==> src/dhalu_pkg.sv <==
// ----------------------------------------------------------------------------
// dhalu_pkg: shared types and constants of the decimal hundredths ALU
// Request and response structs, operation codes, widths and saturation limits.
// ----------------------------------------------------------------------------
package dhalu_pkg;

  // widths
  localparam int IntBits  = 16;
  localparam int FracBits = 8;
  localparam int OpBits   = 3;
  localparam int MagW     = IntBits + 7;   // magnitude of a scaled operand
  localparam int SgnW     = MagW + 1;      // signed scaled operand
  localparam int DvdW     = MagW + 7;      // scaled dividend, shift register of a cell
  localparam int ProdW    = 2 * MagW;      // full product
  localparam int RemW     = 14;            // remainder of a divide by 100 or 10000
  localparam int FracW    = 7;             // hundredths magnitude

  // operation codes
  localparam logic [OpBits-1:0] OpAdd = OpBits'(0);
  localparam logic [OpBits-1:0] OpSub = OpBits'(1);
  localparam logic [OpBits-1:0] OpMul = OpBits'(2);
  localparam logic [OpBits-1:0] OpDiv = OpBits'(3);
  localparam logic [OpBits-1:0] OpCmp = OpBits'(4);

  // scaled saturation limits
  localparam longint PosLimL = ((64'sd1 <<< (IntBits - 1)) - 64'sd1) * 64'sd100 + 64'sd99;
  localparam longint NegLimL = (64'sd1 <<< (IntBits - 1)) * 64'sd100 + 64'sd99;
  localparam logic [MagW-1:0]  PosLim   = MagW'(PosLimL);
  localparam logic [MagW-1:0]  NegLim   = MagW'(NegLimL);
  localparam logic [ProdW-1:0] PosLimP  = ProdW'(PosLimL * 64'sd100 + 64'sd99);
  localparam logic [ProdW-1:0] NegLimP  = ProdW'(NegLimL * 64'sd100 + 64'sd99);
  localparam logic [DvdW-1:0]  PosLimX  = DvdW'(PosLimL * 64'sd100);
  localparam logic [DvdW-1:0]  NegLimX  = DvdW'(NegLimL * 64'sd100);

  // divisors of the split chain and reciprocal for hundredths of a remainder
  localparam logic [RemW:0] Div100  = (RemW + 1)'(100);
  localparam logic [RemW:0] Div10k  = (RemW + 1)'(10000);
  localparam int            RecipW  = 13;
  localparam logic [RecipW-1:0] Recip100 = RecipW'(5243);
  localparam int            RecipSh = 19;

  typedef struct packed {
    logic [OpBits-1:0]          operation;
    logic signed [IntBits-1:0]  a_int;
    logic signed [FracBits-1:0] a_frac;
    logic signed [IntBits-1:0]  b_int;
    logic signed [FracBits-1:0] b_frac;
  } alu_req_t;

  typedef struct packed {
    logic signed [IntBits-1:0]  r_int;
    logic signed [FracBits-1:0] r_frac;
    logic                       greater;
    logic                       less;
    logic                       equal;
    logic                       overflow;
    logic                       div_by_zero;
  } alu_rsp_t;

  // side data carried along the multiply/divide chain
  typedef struct packed {
    logic [OpBits-1:0] op;
    logic              neg;
    logic              gt;
    logic              lt;
    logic              eq;
    logic              dbz;
    logic [MagW:0]     as_mag;
  } side_t;

  typedef struct packed {
    logic             valid;
    logic             is_div;
    logic [ProdW-1:0] acc;
    logic [DvdW-1:0]  shf;
    logic [MagW-1:0]  dvs;
    side_t            side;
  } md_t;

  typedef struct packed {
    logic            valid;
    logic            wide;
    logic [RemW-1:0] rem;
    logic [DvdW-1:0] shf;
    logic            neg;
    logic            sat;
    logic            gt;
    logic            lt;
    logic            eq;
    logic            dbz;
  } sc_t;

endpackage

==> src/dhalu_sc_cell.sv <==
// ----------------------------------------------------------------------------
// dhalu_sc_cell: one bit of the split chain
// Restoring step of a divide by 100, or by 10000 for a product.
// ----------------------------------------------------------------------------
module dhalu_sc_cell (
  input  logic           clk_i,
  input  logic           rst_ni,
  input  logic           en_i,
  input  dhalu_pkg::sc_t sc_i,
  output dhalu_pkg::sc_t sc_o
);
  import dhalu_pkg::*;

  logic [RemW:0]   r;
  logic [RemW:0]   dv;
  logic [DvdW-1:0] shl;
  sc_t             sc_d, sc_q;

  assign r   = {sc_i.rem, sc_i.shf[DvdW-1]};
  assign dv  = sc_i.wide ? Div10k : Div100;
  assign shl = {sc_i.shf[DvdW-2:0], 1'b0};

  always_comb begin
    sc_d = sc_i;
    if (r >= dv) begin
      sc_d.rem = RemW'(r - dv);
      sc_d.shf = shl | DvdW'(1);
    end else begin
      sc_d.rem = RemW'(r);
      sc_d.shf = shl;
    end
  end

  always_ff @(posedge clk_i or negedge rst_ni) begin
    if (!rst_ni) begin
      sc_q <= '0;
    end else if (en_i) begin
      sc_q <= sc_d;
    end
  end

  assign sc_o = sc_q;

endmodule

==> config.mk <==
export PLATFORM = sky130hd
export DESIGN_NAME = dhalu_sc_cell
export DESIGN_NICKNAME = d
export VERILOG_FILES = /design/src/dhalu_pkg.sv /design/src/dhalu_sc_cell.sv
export SDC_FILE = /design/constraint.sdc
export NUM_CORES = 1
export LEC_CHECK = 0
export ABC_AREA = 1
export BUFFER_PORTS_ARGS = -buffer_cell sky130_fd_sc_hd__buf_2
export CAP_MARGIN = 20
export CELL_PAD_IN_SITES_DETAIL_PLACEMENT = 1
export CELL_PAD_IN_SITES_GLOBAL_PLACEMENT = 1
export CORE_UTILIZATION = 30
export DETAILED_ROUTE_END_ITERATION = 8
export PLACE_DENSITY_LB_ADDON = 0.1
export SYNTH_ARGS = -nofsm -noshare
export SYNTH_HDL_FRONTEND = slang
export SYNTH_SLANG_ARGS = --single-unit
==> constraint.sdc <==
create_clock -name clk_i -period 1.2 [get_ports clk_i]
set_input_delay 0 -clock clk_i [delete_from_list [all_inputs] [get_ports clk_i]]
set_output_delay 0 -clock clk_i [all_outputs]
set_load 0.02 [all_outputs]
# After elaboration in Yosys (flattened, before gate mapping)
# Cells that the tools add are included.
[classes] addsub=1 magnitude_cmp=1 mux=2
[ops] cell="44-bit 2-to-1 mux" n=1
[ops] cell="15-bit by 14-bit >= comparator with 1-bit output" n=1
[ops] cell="14-bit 2-to-1 mux" n=1
[ops] cell="14-bit subtractor" n=1
[word_totals] register_bits=52

# Depth between registers and ports, before layout
[logic_depth] word_depth=3 ltp_mapped=15 ltp_nobuf=14

# Worst setup path before layout
# No wires, ideal clock.
[synth_timing] kind="input port to flip-flop" from="input sc_i[50] (netlist name)" to="register sc_q, in the netlist sc_o[38]" setup_time_ns=0.117 arrival_ns=1.290 path_slack_ns=-0.208 path_stages=12 path_buffers=0 cell_sequence="inv_1 -> ha_1 -> nand2_2 -> clkinv_2 -> nand2_1 -> nand2_1 -> nand2_1 -> nand2_2 -> nor2_2 -> nand3_1 -> nand3_1 -> nand2_1"
[synth_via] elab_chain_cells=3 elab_cells_between_ends=4 cone_classes="add/sub: 1; order compare: 1; mux: 2"
[synth_lines] item="start: declaration" line="dhalu_sc_cell.sv:9" text="input dhalu_pkg::sc_t sc_i,"
[synth_lines] item="14-bit 2-to-1 mux (*)" line="dhalu_sc_cell.sv:20" text="assign dv = sc_i.wide ? Div10k : Div100;"
[synth_lines] item="14-bit subtractor or 15-bit by 14-bit >= comparator with 1-bit output (tied branches)" line="dhalu_sc_cell.sv:26, dhalu_sc_cell.sv:25"
[synth_lines] item="44-bit 2-to-1 mux (*)" line="dhalu_sc_cell.sv:25" text="if (r >= dv) begin"
[synth_lines] item="end signal: assignment" line="dhalu_sc_cell.sv:36" text="sc_q <= '0;"
[synth_lines] item="end signal: assignment" line="dhalu_sc_cell.sv:38" text="sc_q <= sc_d;"
[synth_lines] item="end: declaration" line="dhalu_sc_cell.sv:17" text="sc_t sc_d, sc_q;"
# Every way passes the cells marked *; elsewhere a longest branch is shown, timed or not.
# A chain may end at the register's enable or synchronous reset.

# Worst setup path in the final report
[layout_timing] from="input sc_i[50] (netlist name)" to="register sc_q, in the netlist sc_o[48]"
# Same word-level chain as after synthesis.

==> impl_metrics.tcl <==
set metrics [dict create \
    cp_max_fo 5 \
    drc 0 \
    wl_per_cell_microns 14.5 \
    via_per_inst 4.57 \
    synth.distinct_cells 29 \
    met3_usage_pct 3.88 \
    multi_input_area_sq_um 1630 \
    synthTopCellsByArea "dfrtp_1 (48%), nand2_1 (27%), nand3_1 (4.4%)" \
    yosys_warnings 0 \
    hold-path-cell-count 5 \
    coreArea_sq_um 8760 \
    cts.sinks 52 \
    hold_ws_ns 0.0642 \
    dp_hpwl_mm 6.29 \
    drv_cap 0 \
    final_nets 622 \
    area_delta_synth_final_pct 70.6 \
    rows 34 \
    yosysSeqAreaShare_pct 47.6 \
    use_met2_pct 39.3 \
    crit_arrival_ns 1.53 \
    portBuffers 106 \
    critical_path_buf_inv_count 6 \
    die_h_microns 97.5 \
    antennaDiodeCount 0 \
    cts_buffers 5 \
    fill_cells 1082 \
    synth_commonest_cells "nand2_1 (196), dfrtp_1 (52), nand3_1 (24)" \
    ir_worst_vdd_v 0.000555 \
    dp.cells 604 \
    max_stage_delay_ns 0.29 \
    first_global_vias 3237 \
    grt-busiest-layer "met2" \
    ys_ff_latch 52 \
    htreeDepth 2 \
    endpoint_kind "flip-flop" \
    crit_type "input pin to flip-flop" \
    timing.fmax_ghz 0.750 \
    dr_total_vias 3046 \
    rsz0062_at_grt "true" \
    grt_overflow 0 \
    syn_nets 430 \
    synthCells 366 \
    finalCriticalPeriod_ns 1.33 \
    violations "negative setup slack" \
    fin_crit_sh_pct 111 \
    pin_count 107 \
    largest_register_ffs 52 \
    worst-r2r-cell-count 2 \
    powerDensity_nw_per_um2 1090 \
    report.final.slew_viol_count 0 \
    tightestPinTransition_ns 0.389 \
    max_slew_margin_pct 74.1 \
    fin_tns_setup_ns -1.06 \
    grt_max_degree 38 \
    grt_antenna_before_repair 0 \
    drt_first_pass_iters 4 \
    clk_latency_ns 0.30 \
    hold_viol_final 0 \
    worst_path_max_delay_cell "ha_4" \
    setup_viol 12 \
    postRouteAntennaNets 0 \
    synth_top_area_share_pct 47.6 \
    crit_cells 16 \
    synthFlopType "dfrtp_1" \
    regArea_sq_um 1300 \
    total_power_mw 5.09 \
    cts_tree "done" \
    grtUsageTotal_pct 21.1 \
    start_util_pct 31.2 \
    cp_top_family "buffers and inverters" \
    met1_usage_pct 25.2 \
    worstPathRequired_ns 1.39 \
    place_congestion 0.824 \
    avgSynthCellArea_sq_um 7.48 \
    clock_path_buffers 2 \
    worst_slack_ns -0.134 \
    drive_gt1_share_pct 41.2 \
    instances_no_fill 666 \
    hp-class "input pin to flip-flop" \
    yosys.area.top_type "dfrtp_1" \
    post-synth-top-count-cell "nand2_1" \
    start_kind "input pin" \
    grt_pass1_wl_mm 15.9 \
    synth_edf_count 0 \
    die-area_sq_um 9510 \
    clkTransAtPathRegs_ns 0.09 \
    wirelength_mm 9.64 \
    syn_area_sq_um 2740 \
    fp.dieW_microns 97.5 \
    fin_util_pct 53.3 \
    cellLeakagePower_nw 2.51 \
    fin_skew_ns 0 \
    cts.root.buffer_cell "clkbuf_8" \
    crit_chain "buf_8, clkinvlp_4, buf_12, ha_4, buf_6, nand2_4, nor2_4, buf_6, buf_6, nand2_2, nand4_1, nand2_2, nand2_2, nand2_1, nand2_1, nand2_1" \
    async_reset_ff_share_pct 100 \
    status "finished with violations" \
    drt_iter0_drc 42 \
]
placed cells by master (no fill, tap or decap), drive strengths merged:
master / netlist / routed
nand2: 202 / 202
buf: 3 / 154
dfrtp: 52 / 52
dlygate4sd3: 0 / 41
nand3: 25 / 26
inv: 23 / 23
nor2: 14 / 15
ha: 9 / 9
nand3b: 8 / 8
clkbuf: 9 / 5
nor3: 3 / 3
nand4: 3 / 3
xnor2: 3 / 3
a21oi: 3 / 3
o21ai: 3 / 3
xor2: 2 / 2
bufinv: 0 / 2
clkinvlp: 0 / 1
clkinv: 2 / 1
or2: 1 / 1
and2: 1 / 1
metrics by stage:
stage | worst slack, ns | area [sq um]
after floorplan | -0.195 | 2740
after global placement | -0.576 | 3640
after detailed placement | -0.630 | 3640
after CTS | -0.122 | 4540
after global routing | -0.205 | 4670
final | -0.134 | 4670
worst register-to-register path, delay by kind of cell, from the launching register on:
kind             cells  cell delay (ns)
DFF                  1             0.39
and+or+nand+nor      2             0.14
path summary, 6_finish.rpt:
path                       slack, ns  startpoint        to
setup / recovery               -0.13    sc_i[50]  sc_o[48]
hold / removal                  0.06    sc_i[38]  sc_o[39]
setup reg to reg                0.56    sc_o[33]  sc_o[33]
hold reg to reg                 0.47    sc_o[36]  sc_o[36]
max in group asynchronous       0.51      rst_ni  sc_o[45]
min in group asynchronous       0.14      rst_ni  sc_o[34]
kinds of logic (layout without fill, tap and decap cells):
kind of cell    after synthesis  in the layout  share of synthesized area [%]
simple gates                257            259                           40.1
buf+inv                      37            227                           5.58
fa+ha+maj                     9              9                           4.12
xor+xnor                      5              5                           1.60
compound gates                6              6                           1.10
flops                        52             52                           47.6
what timing repair did:
| action | 4_1_cts | 5_1_grt |
|---|---|---|
| cloned | 3 | 0 |
| gates resized for setup | 50 | 31 |
| endpoints found under the setup margin | 13 | 13 |
| hold endpoints to repair | 90 | 0 |
| pin swaps | 18 | 24 |
| hold buffers | 41 | 0 |
| buffers inserted | 9 | 3 |
where the power goes:
part | internal, mW | switching (mW)
clock | 0.821 | 0.563
sequential | 1.94 | 0.0971
combinational | 0.723 | 0.950
cell type report:
cell class / count / share of cell area (%)
inverters: 25 / 2.36
well taps: 108 / 2.89
clock inverters: 2 / 1.29
clock buffers: 5 / 1.47
multi-input cells: 279 / 34.8
repair buffers: 195 / 29.3
flip-flops and latches: 52 / 27.9
routing by layer:
layer	up-vias	wire, microns
li1	1524	-
met1	1448	4090
met2	67	5100
met3	7	374
met4	0	75
met5	-	0
Note: power is estimated with default switching activity, not from simulation.
