`src/dhalu_pkg.sv`:
```
// ----------------------------------------------------------------------------
// dhalu_pkg: shared types and constants of the decimal hundredths ALU
// Request and response structs, operation codes, widths and saturation limits.
// ----------------------------------------------------------------------------
package dhalu_pkg;

  // widths
  localparam int IntBits  = 16;
  localparam int FracBits = 8;
  localparam int OpBits   = 3;
  localparam int MagW     = IntBits + 7;   // magnitude of a scaled operand
  localparam int SgnW     = MagW + 1;      // signed scaled operand
  localparam int DvdW     = MagW + 7;      // scaled dividend, shift register of a cell
  localparam int ProdW    = 2 * MagW;      // full product
  localparam int RemW     = 14;            // remainder of a divide by 100 or 10000
  localparam int FracW    = 7;             // hundredths magnitude

  // operation codes
  localparam logic [OpBits-1:0] OpAdd = OpBits'(0);
  localparam logic [OpBits-1:0] OpSub = OpBits'(1);
  localparam logic [OpBits-1:0] OpMul = OpBits'(2);
  localparam logic [OpBits-1:0] OpDiv = OpBits'(3);
  localparam logic [OpBits-1:0] OpCmp = OpBits'(4);

  // scaled saturation limits
  localparam longint PosLimL = ((64'sd1 <<< (IntBits - 1)) - 64'sd1) * 64'sd100 + 64'sd99;
  localparam longint NegLimL = (64'sd1 <<< (IntBits - 1)) * 64'sd100 + 64'sd99;
  localparam logic [MagW-1:0]  PosLim   = MagW'(PosLimL);
  localparam logic [MagW-1:0]  NegLim   = MagW'(NegLimL);
  localparam logic [ProdW-1:0] PosLimP  = ProdW'(PosLimL * 64'sd100 + 64'sd99);
  localparam logic [ProdW-1:0] NegLimP  = ProdW'(NegLimL * 64'sd100 + 64'sd99);
  localparam logic [DvdW-1:0]  PosLimX  = DvdW'(PosLimL * 64'sd100);
  localparam logic [DvdW-1:0]  NegLimX  = DvdW'(NegLimL * 64'sd100);

  // divisors of the split chain and reciprocal for hundredths of a remainder
  localparam logic [RemW:0] Div100  = (RemW + 1)'(100);
  localparam logic [RemW:0] Div10k  = (RemW + 1)'(10000);
  localparam int            RecipW  = 13;
  localparam logic [RecipW-1:0] Recip100 = RecipW'(5243);
  localparam int            RecipSh = 19;

  typedef struct packed {
    logic [OpBits-1:0]          operation;
    logic signed [IntBits-1:0]  a_int;
    logic signed [FracBits-1:0] a_frac;
    logic signed [IntBits-1:0]  b_int;
    logic signed [FracBits-1:0] b_frac;
  } alu_req_t;

  typedef struct packed {
    logic signed [IntBits-1:0]  r_int;
    logic signed [FracBits-1:0] r_frac;
    logic                       greater;
    logic                       less;
    logic                       equal;
    logic                       overflow;
    logic                       div_by_zero;
  } alu_rsp_t;

  // side data carried along the multiply/divide chain
  typedef struct packed {
    logic [OpBits-1:0] op;
    logic              neg;
    logic              gt;
    logic              lt;
    logic              eq;
    logic              dbz;
    logic [MagW:0]     as_mag;
  } side_t;

  typedef struct packed {
    logic             valid;
    logic             is_div;
    logic [ProdW-1:0] acc;
    logic [DvdW-1:0]  shf;
    logic [MagW-1:0]  dvs;
    side_t            side;
  } md_t;

  typedef struct packed {
    logic            valid;
    logic            wide;
    logic [RemW-1:0] rem;
    logic [DvdW-1:0] shf;
    logic            neg;
    logic            sat;
    logic            gt;
    logic            lt;
    logic            eq;
    logic            dbz;
  } sc_t;

endpackage

```
`src/dhalu_md_cell.sv`:
```
// ----------------------------------------------------------------------------
// dhalu_md_cell: one bit of the shared multiply/divide chain
// Multiply: shift-and-add of one multiplier bit. Divide: one restoring step.
// ----------------------------------------------------------------------------
module dhalu_md_cell (
  input  logic           clk_i,
  input  logic           rst_ni,
  input  logic           en_i,
  input  dhalu_pkg::md_t md_i,
  output dhalu_pkg::md_t md_o
);
  import dhalu_pkg::*;

  logic             top_bit;
  logic [DvdW-1:0]  shl;
  logic [ProdW-1:0] r;
  logic [ProdW-1:0] dvs_w;
  md_t              md_d, md_q;

  assign top_bit = md_i.shf[DvdW-1];
  assign shl     = {md_i.shf[DvdW-2:0], 1'b0};
  assign dvs_w   = ProdW'(md_i.dvs);
  assign r       = {md_i.acc[ProdW-2:0], top_bit};

  always_comb begin
    md_d = md_i;
    if (md_i.is_div) begin
      // restoring step, quotient bit enters from the right
      if (r >= dvs_w) begin
        md_d.acc = r - dvs_w;
        md_d.shf = shl | DvdW'(1);
      end else begin
        md_d.acc = r;
        md_d.shf = shl;
      end
    end else begin
      // msb-first shift and add
      md_d.acc = {md_i.acc[ProdW-2:0], 1'b0} + (top_bit ? dvs_w : '0);
      md_d.shf = shl;
    end
  end

  always_ff @(posedge clk_i or negedge rst_ni) begin
    if (!rst_ni) begin
      md_q <= '0;
    end else if (en_i) begin
      md_q <= md_d;
    end
  end

  assign md_o = md_q;

endmodule

```
`config.mk`:
```
export PLATFORM = sky130hd
export DESIGN_NAME = dhalu_md_cell
export DESIGN_NICKNAME = d
export VERILOG_FILES = /design/src/dhalu_pkg.sv /design/src/dhalu_md_cell.sv
export SDC_FILE = /design/constraint.sdc
export NUM_CORES = 1
export LEC_CHECK = 0
export BUFFER_PORTS_ARGS = -buffer_cell sky130_fd_sc_hd__buf_4
export CAP_MARGIN = 0
export CORE_MARGIN = 2
export CORE_UTILIZATION = 54
export CTS_BUF_LIST = sky130_fd_sc_hd__clkbuf_8
export CTS_CLUSTER_DIAMETER = 80
export DETAILED_ROUTE_END_ITERATION = 10
export GPL_ROUTABILITY_DRIVEN = 0
export PLACE_DENSITY = 0.86
export SETUP_SLACK_MARGIN = 0.2
export SLEW_MARGIN = 15
export SYNTH_ARGS = -nofsm -noshare
export SYNTH_HDL_FRONTEND = slang
export SYNTH_SLANG_ARGS = --single-unit
```
`constraint.sdc`:
```
create_clock -name clk_i -period 1.2 [get_ports clk_i]
set_input_delay 0.06 -clock clk_i [delete_from_list [all_inputs] [get_ports clk_i]]
set_output_delay 0.06 -clock clk_i [all_outputs]
set_load 0.1 [all_outputs]
```
==> reports/metrics.yaml, run 1 <==
placed_design:
  place_inst: 1662
  dp_hpwl_mm: 27.1
  port_buffers: 267
clocking:
  htreeDepth: 4
  numCtsBuffers: 17
  cts_sinks: 133
  ctsHoldBuffers: 100
  post_cts_buffers: 54
  ctsResizeCount: 503
  root_buffer: "clkbuf_8"
  clk_path_buf_depth: 2
yosys:
  synthTopCellsByArea: "dfrtp_1 (37%), mux2_2 (11%), ha_1 (6.3%)"
  yosys-top-cells-count: "dfrtp_1 (133), mux2_2 (92), nor2_1 (79), nand2_1 (68), clkbuf_1 (53)"
  yosysMostFrequentCell: "dfrtp_1"
  syn_area_mm2: 0.00909
  synthDistinctLibCells: 83
  synth.yosys.warnings: 0
  synthCells: 968
  synth-edff-count: 0
  synth_top_area_share: 0.366
  syn_avg_cell_area_um2: 9.39
  synth_async_sr_flop_share: 1.00
  synth-seq-area-share: 0.366
  ys_ff_latch: 133
  synth_flop_cell: "dfrtp_1"
  synth_top_cell_by_area: "dfrtp_1"
  synthesis.nets: 1152
die:
  initial_core_util: 0.550
  num_rows: 47
  io_pins: 269
  die_h_um: 134
  dieWidth_um: 134
run_status:
  stop_stage: "4_1_cts"
  stop_error: "[ERROR DPL-0038] Utilization greater than 100%, impossible to legalize"
  status: "stopped before the end"
## through the flow
stage | setup slack (ns) | setup TNS (ns) | cell area, µm² | util
floorplan | -1.59 | -65.36 | 9640 | -
global placement | -1.78 | -77.50 | 13700 | 0.831
detailed placement | -1.85 | -80.65 | 13700 | 0.831
## logic make-up after synthesis
group,share of synthesized area
buf+inv,0.0429
xor+xnor,0.0376
mux,0.126
flops,0.366
simple gates,0.168
compound gates,0.192
fa+ha+maj,0.0677
==> run 2: changes to the inputs <==
--- a/config.mk
+++ b/config.mk
@@ -8,13 +8,10 @@
 export BUFFER_PORTS_ARGS = -buffer_cell sky130_fd_sc_hd__buf_4
 export CAP_MARGIN = 0
 export CORE_MARGIN = 2
-export CORE_UTILIZATION = 54
-export CTS_BUF_LIST = sky130_fd_sc_hd__clkbuf_8
-export CTS_CLUSTER_DIAMETER = 80
+export CORE_UTILIZATION = 40
 export DETAILED_ROUTE_END_ITERATION = 10
 export GPL_ROUTABILITY_DRIVEN = 0
-export PLACE_DENSITY = 0.86
-export SETUP_SLACK_MARGIN = 0.2
+export PLACE_DENSITY_LB_ADDON = 0.15
 export SLEW_MARGIN = 15
 export SYNTH_ARGS = -nofsm -noshare
 export SYNTH_HDL_FRONTEND = slang
==> reports/metrics.yaml, run 2 <==
run_status:
  status: "finished, violations left"
  failed_checks: "negative setup slack"
yosys:
  synth_top_cell_by_area: "dfrtp_1"
  yosys-top-cells-count: "dfrtp_1 (133), mux2_2 (92), nor2_1 (79), nand2_1 (68), clkbuf_1 (53)"
  ys_ff_latch: 133
  synthDistinctLibCells: 83
  synth_async_sr_flop_share: 1.00
  synthesis.nets: 1152
  synth_top_area_share: 0.366
  synthTopCellsByArea: "dfrtp_1 (37%), mux2_2 (11%), ha_1 (6.3%)"
  synth.yosys.warnings: 0
  synth_flop_cell: "dfrtp_1"
  synth-seq-area-share: 0.366
  synth-edff-count: 0
  synthCells: 968
  yosysMostFrequentCell: "dfrtp_1"
  syn_area_mm2: 0.00909
  syn_avg_cell_area_um2: 9.39
worst_setup_path:
  cp_common_cell: "buf_12"
  critical-path-max-stage-delay_ns: 0.39
  reg2reg_to: "md_o[119]$_DFFE_PN0P_"
  cp.buffers_inverters: 5
  end_kind: "flip-flop"
  cpMaxStageDelayCell: "a311oi_2"
  reg2reg_slack_ns: 0.09
  start_kind: "input pin"
  r2r-start: "md_o[119]$_DFFE_PN0P_"
  critPathTopFamily: "compound AO/OA/AOI/OAI gates"
  worstRegToRegCells: 3
  cp.arrival_ns: 2.71
  crit_path_cell_trace: "buf_12, inv_12, buf_12, buf_16, buf_12, nor2_1, ha_2, and3_1, a311oi_2, a31o_4, a21oi_4, a32o_2, nand4b_1, or3b_1"
  cp_max_fo: 6
  path_class: "input pin to flip-flop"
  critical_path_required_ns: 1.51
power:
  powerDensity_mw_per_mm2: 1260
  leakagePower_nw: 7.53
  total_power_mw: 20.9
  irDropWorstVdd_mv: 1.06
die:
  initial_core_util: 0.404
  die_h_um: 155
  fp.dieArea_mm2: 0.0240
  num_rows: 55
  dieWidth_um: 155
  io_pins: 269
  core_mm2: 0.0225
routing:
  routed_wirelength_mm: 37.3
  drcViolationCount: 0
  antenna_left: 0
  drt_iter0_drc: 671
  via_count: 10600
  wl_per_cell_um: 19.8
  drt-pass1-iter-count: 6
  via_per_inst: 5.62
timing:
  fin_ws_ns: -1.20
  slew_headroom: 0.662
  clock.fmax_mhz: 418
  fin_crit_ns: 2.40
  rsz0062_at_grt: "true"
  timing.hold.ws_ns: 0.0268
  hold_viol_final: 0
  timing.final.crit_share: 2.00
  tightest_slew_ns: 0.502
  finClkSkew_ns: 0
  maxSlewViolCount: 0
  finalSetupViolations: 47
global_routing:
  grt_pass1_vias: 10800
  gr-total-overflow: 0
  antenna_found_initial: 0
  grt_pass1_wl_mm: 56.5
  track_usage: 0.296
  grt_max_degree: 85
worst_hold_path:
  min_path_cells: 3
  min_path_type: "input pin to flip-flop"
  worstHoldStart: "md_i[98]"
  holdPathEnd: "md_o[99]$_DFFE_PN0P_"
placed_design:
  dp_hpwl_mm: 25.5
  port_buffers: 267
  place_ws_ns: -1.84
  place_inst: 1714
cells_and_area:
  diodes: 0
  layout_common_cells: "buf_4 (506), dlygate4sd3_1 (92), mux2_2 (85), dfrtp_2 (85), nor2_1 (62)"
  syn2layout_area_growth_pct: 82.5
  final_common_cell: "buf_4"
  final_cells: 1887
  largest_reg_flops: 133
  num-nets-final: 1773
  finish.utilization: 0.737
  drive_gt1_frac: 0.584
clocking:
  clk_latency_ns: 0.44
  htreeDepth: 4
  cts_tree: "done"
  numCtsBuffers: 17
  cts_sinks: 133
  root_buffer: "clkbuf_16"
  clk_pin_slew_ns: 0.08
  clk_path_buf_depth: 2
run:
  maxCapViolations: 0
## run 2: how the worst max path moves through the flow
stage / startpoint / endpoint / slack (ns) / cells after the start
3_5_place_dp: md_i[54] / md_o[126]$_DFFE_PN0P_ / -1.84 / 12
6_report: md_i[84] / md_o[128]$_DFFE_PN0P_ / -1.20 / 14
3_3_place_gp: md_i[84] / md_o[123]$_DFFE_PN0P_ / -1.75 / 13
2_1_floorplan: md_i[84] / md_o[124]$_DFFE_PN0P_ / -1.59 / 13
5_1_grt: md_i[84] / md_o[118]$_DFFE_PN0P_ / -1.29 / 15
4_1_cts: md_i[54] / md_o[110]$_DFFE_PN0P_ / -1.10 / 12
## run 2: worst min-delay path, cell delays in order
cell and delay [ns]:
buf_4 0.11, mux2i_1 0.07, o221ai_1 0.17
## run 2: stage by stage
step           setup TNS [ns]  area [µm²]
2_1_floorplan          -65.36        9400
3_3_place_gp           -77.06       13500
3_5_place_dp           -79.23       13500
4_1_cts                -46.70       16000
5_1_grt                -53.75       16600
6_report               -49.69       16600
## run 2: cell type report
class	instances	area [µm²]
multi-input combinational	737	6360
fill	1545	5910
timing repair buffer	661	5640
sequential	133	3430
clock buffer	17	425
tap	285	357
clock inverter	15	201
inverter	39	174
## run 2: timing repair
item	in CTS	in global routing
endpoints found under the hold margin	223	0
pin swaps	87	58
setup buffers	23	24
resized for setup	138	94
endpoints found under the setup margin	48	54
hold buffers	92	0
gates cloned	4	2
## run 2: metal layers
metal | up-vias | track usage | routed length [µm]
li1 | 4858 | - | -
met1 | 5181 | 0.383 | 15100
met2 | 482 | 0.494 | 18200
met3 | 86 | 0.0642 | 2950
met4 | 0 | 0.0992 | 1050
met5 | - | 0 | 0
## run 2: cell families after synthesis
family | Yosys count | synth area share
XOR/XNOR | 39 | 0.0376
adder cells (fa/ha/maj) | 48 | 0.0677
AND/OR/NAND/NOR | 301 | 0.168
flip-flops | 133 | 0.366
AO/OA/AOI/OAI | 247 | 0.192
buffers and inverters | 98 | 0.0429
multiplexers | 102 | 0.126
## run 2: power by group
group,switching (mW),internal (mW),total [mW],leakage [nW]
clock network,2.52,3.21,5.73,0.308
logic,6.50,3.33,9.83,5.75
registers,0.314,5.05,5.36,1.47
(Power assumes the default switching activity.)
